File: config.mk
export PLATFORM = sky130hd
export DESIGN_NAME = add_rotate_xor_word_generator
export DESIGN_NICKNAME = d
export VERILOG_FILES = /design/src/rtl/core/arxwg_pkg.sv /design/src/rtl/core/add_rotate_xor_word_generator.sv
export SDC_FILE = /design/constraint.sdc
export NUM_CORES = 2
export LEC_CHECK = 0
export BUFFER_PORTS_ARGS = -buffer_cell sky130_fd_sc_hd__buf_2
export CORE_ASPECT_RATIO = 1.1
export CORE_MARGIN = 2
export CORE_UTILIZATION = 40
export DETAILED_ROUTE_END_ITERATION = 12
export GPL_ROUTABILITY_DRIVEN = 0
export HOLD_SLACK_MARGIN = 0.06
export PLACE_DENSITY_LB_ADDON = 0.12
export SYNTH_ARGS = -nofsm -noshare
export SYNTH_HDL_FRONTEND = slang
export SYNTH_SLANG_ARGS = --single-unit
File: constraint.sdc
create_clock -name i_clk -period 12.1 [get_ports i_clk]
set_input_delay 0.605 -clock i_clk [delete_from_list [all_inputs] [get_ports i_clk]]
set_output_delay 0.605 -clock i_clk [all_outputs]
set_load 0.02 [all_outputs]
File: src/rtl/core/arxwg_pkg.sv
// Package with the item types, register codes and constants of the add-rotate-xor word generator.
`timescale 1ns / 1ps

package arxwg_pkg;

    // Input transaction: request kind and run length.
    typedef struct packed {
        logic       req_type;
        logic [6:0] draw_count;
    } t_in_item;

    // Output transaction: one generated word and the end-of-run flag.
    typedef struct packed {
        logic [63:0] random_word;
        logic        last_of_run;
    } t_out_item;

    // Request kinds.
    localparam logic REQ_DRAW   = 1'b0;
    localparam logic REQ_RESEED = 1'b1;

    // Register index, taken from paddr[3] (registers lie 8 bytes apart).
    localparam logic REG_SEED = 1'b0;

    localparam int unsigned PADDR_W = 4;
    localparam int unsigned PDATA_W = 64;

    // 11 raised to n, modulo 2^64. Evaluated at elaboration only.
    function automatic logic [63:0] pow11(input int unsigned n);
        logic [63:0] acc;
        acc = 64'd1;
        for (int unsigned i = 0; i < n; i++) begin
            acc = acc * 64'd11;
        end
        return acc;
    endfunction

endpackage

File: src/rtl/core/add_rotate_xor_word_generator.sv
// Top level of the add-rotate-xor word generator: APB seed register, item control and word datapath.
`timescale 1ns / 1ps

// Channel     | Direction | Handshake                | Payload
// ------------+-----------+--------------------------+--------------------------------
// in          | input     | i_in_valid / o_in_ready   | i_in_item  (req_type, draw_count)
// out         | output    | o_out_valid / i_out_ready | o_out_item (random_word, last_of_run)
// config APB  | input     | psel / penable / pready   | paddr, pwdata, prdata (seed_value)
//
// A draw transaction of n words (n cut to MAX_RUN) delivers one word per cycle
// while the output is not stalled; the combinational word datapath sets that rate.
// A reseed transaction, or a draw with a count of zero, completes in the cycle it is accepted.
// The next input transaction is accepted in the same cycle as the last word of a run is made,
// so runs follow each other without a gap. A stalled output register holds the generator still.
// Reset is synchronous and active low; it clears the generator as if seeded with zero and needs
// no clearing pass.
module add_rotate_xor_word_generator #(
    parameter int unsigned WORD_BITS = 64,
    parameter int unsigned MAX_RUN   = 64
) (
    input  logic                                i_clk,
    input  logic                                i_rst_n,
    // Input transaction channel.
    input  logic                                i_in_valid,
    output logic                                o_in_ready,
    input  arxwg_pkg::t_in_item                 i_in_item,
    // Output transaction channel.
    output logic                                o_out_valid,
    input  logic                                i_out_ready,
    output arxwg_pkg::t_out_item                o_out_item,
    // Configuration port.
    input  logic                                psel,
    input  logic                                penable,
    input  logic                                pwrite,
    input  logic [arxwg_pkg::PADDR_W-1:0]       paddr,
    input  logic [arxwg_pkg::PDATA_W-1:0]       pwdata,
    output logic [arxwg_pkg::PDATA_W-1:0]       prdata,
    output logic                                pready
);
    import arxwg_pkg::*;

    // Shift and rotate amounts, all strictly between zero and WORD_BITS for WORD_BITS >= 8.
    localparam int unsigned SH_XR    = WORD_BITS / 4;
    localparam int unsigned SH_XL    = WORD_BITS - SH_XR;
    localparam int unsigned SH_YL    = (WORD_BITS / 2) - 1;
    localparam int unsigned SH_YR    = WORD_BITS - SH_YL;
    localparam int unsigned SH_ZL    = 1;
    localparam int unsigned SH_ZR    = WORD_BITS - SH_ZL;
    localparam int unsigned ROT_GL   = (WORD_BITS - 3) / 2;
    localparam int unsigned ROT_GR   = (WORD_BITS - 5) / 3;
    localparam int unsigned WEYL_EXP = (2 * WORD_BITS) / 7;
    localparam int unsigned LEFT_W   = $clog2(MAX_RUN + 1);

    localparam logic [63:0]          WEYL_INC_64 = pow11(WEYL_EXP);
    localparam logic [WORD_BITS-1:0] WEYL_INC    = WEYL_INC_64[WORD_BITS-1:0];
    localparam logic [6:0]           MAX_RUN_7   = 7'(MAX_RUN);

    // ------------------------------------------------------------------
    // Configuration register. pready is tied high, so every access has
    // no wait states.
    // ------------------------------------------------------------------
    logic [63:0] r_seed;
    logic        cfg_wr;

    assign pready = 1'b1;
    assign cfg_wr = psel && penable && pwrite && (paddr[3] == REG_SEED);

    always_ff @(posedge i_clk) begin
        if (!i_rst_n) begin
            r_seed <= '0;
        end else if (cfg_wr) begin
            r_seed <= pwdata;
        end
    end

    always_comb begin
        if (paddr[3] == REG_SEED) begin
            prdata = r_seed;
        end else begin
            prdata = '0;
        end
    end

    // ------------------------------------------------------------------
    // Generator state. r_wnext holds the Weyl counter value that the next
    // word will use (the counter already advanced by one step), which keeps
    // the counter add off the word path.
    // ------------------------------------------------------------------
    logic [WORD_BITS-1:0] r_wnext, n_wnext;
    logic [WORD_BITS-1:0] r_mix [4];
    logic [WORD_BITS-1:0] n_mix [4];

    // Run control: a run is in progress while r_busy is set, with r_left words still to make.
    logic              r_busy, n_busy;
    logic [LEFT_W-1:0] r_left, n_left;

    // Output register.
    logic      r_out_valid, n_out_valid;
    t_out_item r_out_item,  n_out_item;

    logic                 advance;
    logic                 last_word;
    logic                 in_fire;
    logic [6:0]           run_len;
    logic [WORD_BITS-1:0] seed_w;
    logic [WORD_BITS-1:0] g_word, x_word, y_word, z_word, u_word, t_word, res_word;

    // A word is made whenever a run is active and the output register is free or being emptied.
    assign advance    = r_busy && (!r_out_valid || i_out_ready);
    assign last_word  = (r_left == LEFT_W'(1));
    assign o_in_ready = !r_busy || (advance && last_word);
    assign in_fire    = i_in_valid && o_in_ready;
    assign seed_w     = r_seed[WORD_BITS-1:0];
    assign run_len    = (i_in_item.draw_count > MAX_RUN_7) ? MAX_RUN_7 : i_in_item.draw_count;

    // Word datapath: two rotations of the counter, three funnel shifts of the mixing words.
    always_comb begin
        g_word   = ((r_wnext << ROT_GL) | (r_wnext >> (WORD_BITS - ROT_GL)))
                 + ((r_wnext >> ROT_GR) | (r_wnext << (WORD_BITS - ROT_GR)))
                 + WEYL_INC;
        x_word   = (r_mix[3] << SH_XL) | (r_mix[2] >> SH_XR);
        y_word   = (r_mix[2] << SH_YL) | (r_mix[1] >> SH_YR);
        z_word   = (r_mix[1] << SH_ZL) | (r_mix[3] >> SH_ZR);
        u_word   = x_word + y_word + z_word;
        t_word   = ~((r_mix[0] ^ g_word) ^ u_word);
        res_word = t_word + r_wnext;
    end

    // Next-state logic. A word for the current run is made before a newly accepted
    // transaction takes effect, so a reseed in the same cycle overrides the update.
    always_comb begin
        n_wnext     = r_wnext;
        n_mix       = r_mix;
        n_busy      = r_busy;
        n_left      = r_left;
        n_out_valid = r_out_valid && !i_out_ready;
        n_out_item  = r_out_item;

        if (advance) begin
            n_wnext                = r_wnext + WEYL_INC;
            n_mix[0]               = r_mix[1];
            n_mix[1]               = r_mix[1] ^ r_mix[2];
            n_mix[2]               = r_mix[3];
            n_mix[3]               = r_mix[3] ^ t_word;
            n_out_valid            = 1'b1;
            n_out_item.random_word = 64'(res_word);
            n_out_item.last_of_run = last_word;
            n_left                 = r_left - LEFT_W'(1);
            n_busy                 = !last_word;
        end

        if (in_fire) begin
            if (i_in_item.req_type == REQ_RESEED) begin
                n_wnext = seed_w + WEYL_INC;
                for (int i = 0; i < 4; i++) begin
                    n_mix[i] = seed_w;
                end
            end else if (run_len != 7'd0) begin
                n_busy = 1'b1;
                n_left = run_len[LEFT_W-1:0];
            end
        end
    end

    always_ff @(posedge i_clk) begin
        if (!i_rst_n) begin
            r_wnext     <= WEYL_INC;
            for (int i = 0; i < 4; i++) begin
                r_mix[i] <= '0;
            end
            r_busy      <= 1'b0;
            r_left      <= '0;
            r_out_valid <= 1'b0;
        end else begin
            r_wnext     <= n_wnext;
            r_mix       <= n_mix;
            r_busy      <= n_busy;
            r_left      <= n_left;
            r_out_valid <= n_out_valid;
        end
    end

    always_ff @(posedge i_clk) begin
        r_out_item <= n_out_item;
    end

    assign o_out_valid = r_out_valid;
    assign o_out_item  = r_out_item;

    // ------------------------------------------------------------------
    // Assertions.
    // ------------------------------------------------------------------

    // An active run always has words left.
    a_busy_has_words: assert property (@(posedge i_clk) disable iff (!i_rst_n)
        r_busy |-> (r_left != '0))
        else $error("run active with no words left");

    // A new transaction overlaps a run only in the cycle its last word is made.
    a_overlap_on_last: assert property (@(posedge i_clk) disable iff (!i_rst_n)
        (in_fire && r_busy) |-> (advance && last_word))
        else $error("transaction accepted in the middle of a run");

    // The last word of a run appears in the output register flagged as last.
    a_last_flagged: assert property (@(posedge i_clk) disable iff (!i_rst_n)
        (advance && last_word) |=> (o_out_valid && o_out_item.last_of_run))
        else $error("last word of a run not flagged");

    // A draw with a nonzero count starts a run.
    a_draw_starts_run: assert property (@(posedge i_clk) disable iff (!i_rst_n)
        (in_fire && (i_in_item.req_type == REQ_DRAW) && (i_in_item.draw_count != 7'd0))
        |=> r_busy)
        else $error("draw transaction did not start a run");

    // A stalled output freezes the generator during a run.
    a_stall_holds_state: assert property (@(posedge i_clk) disable iff (!i_rst_n)
        (r_busy && o_out_valid && !i_out_ready) |=> ($stable(r_wnext) && $stable(r_mix[3])))
        else $error("generator advanced while output stalled");

endmodule
==> impl_metrics.py <==
metrics = {
    "synthesis": {
        "ys_seq_elements": 458,
        "synth_top_area_share_pct": 22.91,
        "synthFlopType": "dfxtp_1",
        "synth-edff-count": 65,
        "synthCells": 4266,
        "asyncSetResetFlopFracSynth_pct": 0,
        "synth_area_um2": 34340,
        "yosys_warnings": 0,
        "avgSynthCellArea_um2": 8.050,
        "yosys-top-cells-area": "dfxtp_1, ha_1, nand2_1, xnor2_1, edfxtp_1",
        "synth_top_area_cell": "dfxtp_1",
        "yosysMostFrequentCell": "nand2_1",
        "synth_common_cells": "nand2_1, dfxtp_1, a21oi_1",
        "synthDistinctLibCells": 96,
        "ys_seq_area_share_pct": 28.60,
        "synth.net_count": 4669,
    },
    "hold_path": {
        "hold_path_class": "input port to register",
        "hold_start": "pwdata[42]",
    },
    "clock_tree": {
        "cts_tree": "done",
        "cts_inserted_buffers": 54,
        "hold_buffers": 0,
        "ctsResizeCount": 0,
        "clkTransAtPathRegs_ns": 0.06,
        "clockBufferDepth": 3,
        "cts.sinks": 458,
        "cts_setup_buffers": 0,
        "cts.htree.levels": 2,
        "cts-root-buf": "clkbuf_16",
        "clk-insertion-delay-late_ns": 0.65,
    },
    "placed_design": {
        "post-place-ws_ns": 4.600,
        "dp_hpwl_mm": 118.2,
        "placed_cell_area_um2": 36390,
        "io_buffers": 210,
    },
    "sta": {
        "setup_tns_ns": 0,
        "worst_clock_skew_ns": 0.03139,
        "period_share_pct": 64.07,
        "slew_headroom_pct": 10.28,
        "worst_pin_slew_ns": 1.336,
        "setup_viol": 0,
        "rsz0062_at_grt": "no",
        "hold_viol": 0,
        "slew_viol_final": 0,
        "fin_crit_ns": 7.752,
        "fin_ws_ns": 4.348,
        "fmax_mhz": 129.0,
        "hold_ws_ns": 0.2144,
    },
    "run_status": {
        "status": "finished clean",
    },
    "global_route": {
        "track_usage_pct": 32.06,
        "grt_pass1_wl_mm": 209.7,
        "overflow": 0,
        "antenna_found_initial": 5,
        "grt_pass1_vias": 30370,
        "grt_max_degree": 221,
    },
    "routing": {
        "ant_nets": 0,
        "dr.pass1.iters": 6,
        "routed-via-count": 32530,
        "drt-wirelength-per-cell_um": 26.44,
        "drtIter0Drc": 3181,
        "routed_wl_mm": 146.5,
        "via_per_inst": 5.869,
        "drc": 0,
    },
    "power": {
        "p_leak_nw": 15.67,
        "power_density_nw_per_um2": 237.2,
        "ir_worst_vdd_mv": 0.1125,
    },
    "floorplan": {
        "fp.dieW_um": 283.4,
        "die_y_um": 311.3,
        "dieArea_um2": 88210,
        "io_pins": 215,
        "rows": 112,
        "fp.coreArea_um2": 84920,
        "start_util_pct": 40.44,
    },
    "job": {
        "cap_viol_max_count": 0,
    },
    "worst_setup_path": {
        "critPathCaptureType": "register",
        "critPathLaunch": "r_mix[81]",
        "crit_end": "o_out_item[62]",
        "ff2ff_setup_slack_ns": 4.35,
        "startpoint_type": "register",
        "r2r-start": "r_mix[81]",
        "path_class": "register to register",
        "cp_max_fo": 5,
        "r2r.worst_path.cells": 28,
        "slowest_delay_ns": 0.74,
        "required_ns": 12.47,
        "r2r-end": "o_out_item[62]",
        "crit_arrival_ns": 8.12,
        "crit_slowest_cell": "xnor2_1",
    },
    "final_layout": {
        "nets": 4764,
        "area_growth_pct": 11.03,
        "final_area_um2": 38130,
        "layout-drive-gt1-share_pct": 8.818,
        "postLayoutCoreUtil_pct": 44.89,
    },
}
## how the worst min path moves through the flow
| stage | end | cells past startpoint |
|---|---|---|
| after global routing | r_seed[42] | 3 |
| after detailed placement | r_mix[80] | 2 |
| after global placement | r_mix[87] | 2 |
| final | r_seed[42] | 3 |
| after CTS | r_seed[42] | 3 |
| after floorplan | r_seed[10] | 2 |
## area by class of cell
cell class | instances | area, um^2
fillers | 8766 | 46800
multi-input cells | 3413 | 23050
flip-flops and latches | 458 | 9819
clock buffers | 80 | 1579
well taps | 1140 | 1426
repair buffers | 254 | 1409
inverters | 180 | 683.2
clock inverters | 15 | 152.6
diodes | 2 | 5.005
## flip-flops by register name, summed over array words and instances (netlist names)
register and flops:
r_left 7, r_busy 1, r_mix 256, r_wnext 64, o_out_item 65, r_seed 64
o_out_valid 1
## where the power goes
| group | switching [mW] | internal [mW] |
|---|---|---|
| registers | 0.222 | 1.93 |
| logic | 3.42 | 1.86 |
| clock network | 0.699 | 0.922 |
| total | 4.34 | 4.70 |
## cells by family (layout without fill, tap and decap cells)
kind of cell,count (synthesis),count (layout),share of synthesized area (%)
AO/OA/AOI/OAI,1210,1210,22.51
XOR/XNOR,543,543,13.89
adder cells (fa/ha/maj),320,320,13.10
buffers and inverters,395,529,4.343
flip-flops,458,458,28.60
multiplexers,5,5,0.1494
other,1,3,0.01092
AND/OR/NAND/NOR,1334,1334,17.40
## cell usage in the layout, fill, tap and decap left out, types with 84 or more instances in the layout
cell,instances
nand2_1,752
dfxtp_1,393
xor2_1,221
a21o_1,116
xnor2_1,321
a21oi_1,341
inv_1,179
o21ai_0,209
nor2_1,178
a31oi_1,184
nor2b_1,84
ha_1,254
buf_2,209
## critical path, delay by kind of cell (launching register included)
kind,cells,cell delay (ns)
compound gates,13,3.41
xor+xnor,3,0.99
fa+ha+maj,4,1.53
buf+inv,3,0.25
flops,1,0.49
simple gates,5,0.79
## stage by stage
| stage | total power, mW | std cells |
|---|---|---|
| 5_1_grt | 9.455 | 5540 |
| 4_1_cts | 8.948 | 5540 |
| 3_5_place_dp | 7.308 | 5445 |
| 6_report | 9.042 | 5542 |
| 2_1_floorplan | 5.506 | 4266 |
| 3_3_place_gp | 7.302 | 5445 |
## metal layers
metal | wire [um] | GRT usage (%) | share of wire [%] | vias up
met5 | 20 | 0 | 0.014 | -
met4 | 10390 | 19.46 | 7.1 | 4
met3 | 12990 | 6.303 | 8.9 | 336
met2 | 62510 | 48.59 | 43 | 1408
met1 | 60640 | 42.06 | 41 | 15690
li1 | - | - | - | 15090
Power figures use the tool's default switching activity.
